==> config.mk <==
export PLATFORM = sky130hd
export DESIGN_NAME = cptp_sqrt
export DESIGN_NICKNAME = d
export VERILOG_FILES = /design/src/rtl/core/cptp_pkg.sv /design/src/rtl/core/cptp_sqrt.sv
export SDC_FILE = /design/constraint.sdc
export NUM_CORES = 2
export LEC_CHECK = 0
export BUFFER_PORTS_ARGS = -buffer_cell sky130_fd_sc_hd__buf_2
export CAP_MARGIN = 20
export CORE_ASPECT_RATIO = 0.5
export CORE_MARGIN = 1.5
export CORE_UTILIZATION = 45
export DETAILED_ROUTE_END_ITERATION = 10
export PLACE_DENSITY = 0.6
export SYNTH_ARGS = -nofsm -noshare
export SYNTH_HDL_FRONTEND = slang
export SYNTH_SLANG_ARGS = --single-unit
export TNS_END_PERCENT = 30
==> constraint.sdc <==
create_clock -name clk -period 9.06 [get_ports clk]
set_input_delay 0.453 -clock clk [delete_from_list [all_inputs] [get_ports clk]]
set_output_delay 0.453 -clock clk [all_outputs]
set_load 0.05 [all_outputs]
==> src/rtl/core/cptp_pkg.sv <==
// Shared widths, types and constants of the tangent point block
package cptp_pkg;

  localparam int CW     = 32;          // coordinate width
  localparam int FB     = 12;          // fraction bits, binary point only
  localparam int RW     = 28;          // radius width
  localparam int TW     = 12;          // tolerance register width
  localparam int NW     = 30;          // deltas held below 2^NW
  localparam int MAGW   = CW + 1;
  localparam int EXTW   = (MAGW > NW) ? MAGW : NW;
  localparam int KW     = $clog2(EXTW - NW + 2);
  localparam int D2W    = 2 * NW + 1;
  localparam int HW     = NW + 1;      // square root result width
  localparam int SRW    = 2 * HW;      // radicand width
  localparam int AW     = 2 * (HW + 1);
  localparam int QSTEPS = NW + 1;
  localparam int QW     = QSTEPS + 1;
  localparam int FW     = QSTEPS;
  localparam int DVL    = QSTEPS + 1;  // divider stages
  localparam int OPW    = RW + FW;
  localparam int OMW    = OPW + 1 - NW;
  localparam int SUMW   = ((CW > OMW) ? CW : OMW) + 2;
  localparam int INW    = ((4 * CW + 2 * RW + 7) / 8) * 8;
  localparam int OUTW   = ((8 * CW + 7) / 8) * 8;
  localparam int LAT    = 4 + HW + 3 + DVL + 3;
  localparam int LANES  = 4;

  typedef logic signed [CW-1:0] coord_t;
  typedef logic [RW-1:0]        rad_t;
  typedef logic [D2W-1:0]       d2_t;

  typedef struct packed {
    coord_t px;
    coord_t py;
    coord_t qx;
    coord_t qy;
    rad_t   r1;
    rad_t   r2;
    logic   degen;
  } base_t;

  typedef struct packed {
    base_t        b;
    logic [NW-1:0] mx;
    logic [NW-1:0] my;
    logic [NW-1:0] mr;
    logic         sx;
    logic         sy;
    d2_t          d2;
  } geo_t;

  typedef struct packed {
    base_t            b;
    logic [LANES-1:0] neg;
  } tail_t;

endpackage

==> src/rtl/core/cptp_sqrt.sv <==
// Pipelined integer square root, one result bit per stage
module cptp_sqrt (
  input  logic                       clk,
  input  logic                       en,
  input  logic [cptp_pkg::SRW-1:0]   rad,
  output logic [cptp_pkg::HW-1:0]    root
);
  import cptp_pkg::*;

  logic [SRW-1:0] rem_r [HW];
  logic [SRW-1:0] res_r [HW];

  for (genvar j = 0; j < HW; j++) begin : g_stg
    localparam logic [SRW-1:0] BIT = SRW'(1) << (2 * (HW - 1 - j));
    logic [SRW-1:0] rin, sin, trial, rem_nxt, res_nxt;

    always_comb begin
      rin   = (j == 0) ? rad : rem_r[(j == 0) ? 0 : j - 1];
      sin   = (j == 0) ? '0  : res_r[(j == 0) ? 0 : j - 1];
      trial = sin + BIT;
      if (rin >= trial) begin
        rem_nxt = rin - trial;
        res_nxt = (sin >> 1) + BIT;
      end else begin
        rem_nxt = rin;
        res_nxt = sin >> 1;
      end
    end

    always_ff @(posedge clk) begin
      if (en) begin
        rem_r[j] <= rem_nxt;
        res_r[j] <= res_nxt;
      end
    end
  end

  assign root = res_r[HW-1][HW-1:0];

endmodule

==> out/qor.yml <==
timing:
  rsz0062_at_grt: "false"
  hold_viol_final: 0
  worstMarginPinSlew_ns: 1.18
  drv_slew: 0
  fin_setup_tns_ns: 0
  max_freq_mhz: 217
  fin_crit_ns: 4.61
  finalClockSkew_ns: 0.107
  finalSetupViolations: 0
  timing.final.crit_share_pct: 50.8
  worst_hold_slack_ns: 0.0867
  maxSlewHeadroom_pct: 21.3
routing:
  vias: 69000
  wl_um: 238000
  drc: 0
  postRouteAntennaNets: 0
  drt-vias-per-instance: 5.36
  wl_per_cell_um: 18.5
  drt_iter0_drc: 4172
  firstDrtPassIters: 8
clock_tree:
  clkTransAtPathRegs_ns: 0.07
  clkLatencyLatePin_ns: 0.93
  clock-sinks: 2356
  cts_tree: "done"
  cts-root-buf: "clkbuf_16"
  cts_setup_buffers: 0
  clockBufferDepth: 4
  cts_made_buffers: 215
  h-tree-depth: 4
global_routing:
  grt_pass1_vias: 69800
  grt_util_all_layers_pct: 18.1
  antenna_found_initial: 0
  grt_max_degree: 202
  grt_pass1_wl_um: 369000
  overflow: 0
power_and_ir_drop:
  ir_drop_mv: 0.190
  power.density_mw_per_mm2: 240
  p_leak_nw: 46.2
  p_total_w: 0.0301
worst_setup_path:
  worst-path-max-fanout: 49
  path_class: "reg2reg"
  crit_required_ns: 9.66
  cp-start-kind: "flop"
  endpoint_kind: "flop"
  cp_data_arrival_time_ns: 5.21
yosys:
  synth_top_area_share_pct: 62.3
  ys_seq_area_share_pct: 62.3
  syn-cell-area_mm2: 0.114
  yosysTopAreaCell: "edfxtp_1"
  postSynthCellCount: 9133
  syn_area_per_cell_um2: 12.4
  synthArstFlopShare_pct: 0
  syn-num-nets: 9722
  ys.flop_type: "edfxtp_1"
  yosysWarnings: 0
  netlist_top_cells_count: "2356 x edfxtp_1, 647 x inv_1, 634 x nand2_1"
  synth_area_leaders: "edfxtp_1 62%, ha_1 5.8%, xnor2_1 3.5%"
  ys_types: 98
  synth-edff-count: 2356
  yosysMostFrequentCell: "edfxtp_1"
  yosys_register_bits: 2356
final_layout:
  fillers: 21700
  drive_gt1_share_pct: 6.23
  final_nets: 9942
  finish.utilization_pct: 49.9
  design_area_mm2: 0.125
  num_antenna_cells: 0
  areaGrowthSynthToFinish_pct: 10.3
floorplan:
  die_h_um: 358
  initial_core_util_pct: 45.3
  die_width_um: 714
  core_area_mm2: 0.251
  fp.dieArea_mm2: 0.256
  io_pins: 95
  row_count: 130
status:
  status: "finished, final reports clean"
placement:
  placed_cell_area_mm2: 0.118
  port_buffers: 94
  place.gp.congestion: 0.959
  dp_hpwl_um: 176000
job:
  max-cap-violations: 0
hold_path:
  hold_path.class: "in2reg"
[critical path, cell delays in order, from the launching register on]
cell and delay [ns]:
edfxtp_1 0.41, ha_1 0.45, nand4_1 0.23, or4_1 0.69, nor4_1 0.52, buf_2 0.27
a211o_1 0.18, nor2_1 0.05, o21a_1 0.10, buf_4 0.26, a21oi_1 0.82, nand4_1 0.21
xnor2_1 0.17
[worst paths after layout]
check / start / end / slack, ns / depth (start not counted)
min reg2reg: rem_r[0][231] / rem_r[0][293] / 0.38 / 0
min: en / rem_r[0][116] / 0.09 / 1
max: rem_r[1][407] / rem_r[1][493] / 4.45 / 12
max reg2reg: rem_r[1][407] / rem_r[1][493] / 4.45 / 12
[routing by layer]
| metal | vias up | track usage (%) | routed length, um |
|---|---|---|---|
| li1 | 34600 | - | - |
| met4 | 0 | 9.62 | 13400 |
| met2 | 1378 | 35.7 | 126000 |
| met1 | 32400 | 18.7 | 91500 |
| met5 | - | 0 | 0 |
| met3 | 585 | 2.37 | 7490 |
[metrics by stage]
stage                     setup WS, ns  cells
after floorplan                   5.55   9133
after global placement            3.93  12400
after detailed placement          4.44  12400
after CTS                         4.44  12900
after global routing              4.25  12900
final                             4.45  12900
[power breakdown]
group	leakage [nW]	internal (W)	total (W)	switching (W)
clock	3.23	0.00479	0.00875	0.00396
sequential	22.7	0.0138	0.0148	0.000971
combinational	20.4	0.00264	0.00651	0.00387
[flip-flops by register name, indices dropped and copies added (netlist names)]
| signal | count |
|---|---|
| res_r | 496 |
| rem_r | 1860 |
[cell type report]
class	count	area [um^2]	area share (%)
Clock buffer	263	5620	4.49
Inverter	651	2440	1.95
Timing Repair Buffer	222	1750	1.40
Clock inverter	121	951	0.758
Sequential cell	2356	70700	56.4
Tap cell	3366	4210	3.36
Multi-Input combinational cell	5907	39700	31.6
[placed cells by master (no fill, tap or decap), types with 74 or more instances in the layout]
master | Yosys | layout
nor2b_1 | 74 | 74
or3_1 | 90 | 90
clkbuf_16 | 0 | 219
xnor2_1 | 458 | 458
a21oi_1 | 548 | 547
nand2_1 | 634 | 634
nand2b_1 | 92 | 92
ha_1 | 525 | 525
nor2_1 | 567 | 567
inv_1 | 647 | 647
nor3_1 | 229 | 229
a21o_1 | 202 | 202
xor2_1 | 363 | 363
o21ai_0 | 485 | 485
edfxtp_1 | 2356 | 2356
nand3_1 | 164 | 164
buf_2 | 11 | 96
o21a_1 | 101 | 101
nand4_1 | 172 | 172
nor4_1 | 307 | 304
[logic make-up after synthesis]
| group | Yosys count | synth area share, % |
|---|---|---|
| XOR/XNOR | 821 | 6.33 |
| AO/OA/AOI/OAI | 1775 | 9.64 |
| AND/OR/NAND/NOR | 2726 | 12.5 |
| adder cells (fa/ha/maj) | 525 | 5.78 |
| buffers and inverters | 870 | 2.93 |
| multiplexers | 60 | 0.584 |
| flip-flops | 2356 | 62.3 |
[repair_timing]
item | 4_1_cts | 5_1_grt
hold buffers | 62 | 0
resized for setup | 0 | 0
setup endpoints to repair | 0 | 0
hold endpoints to repair | 63 | 0
Power figures use the tool's default switching activity.
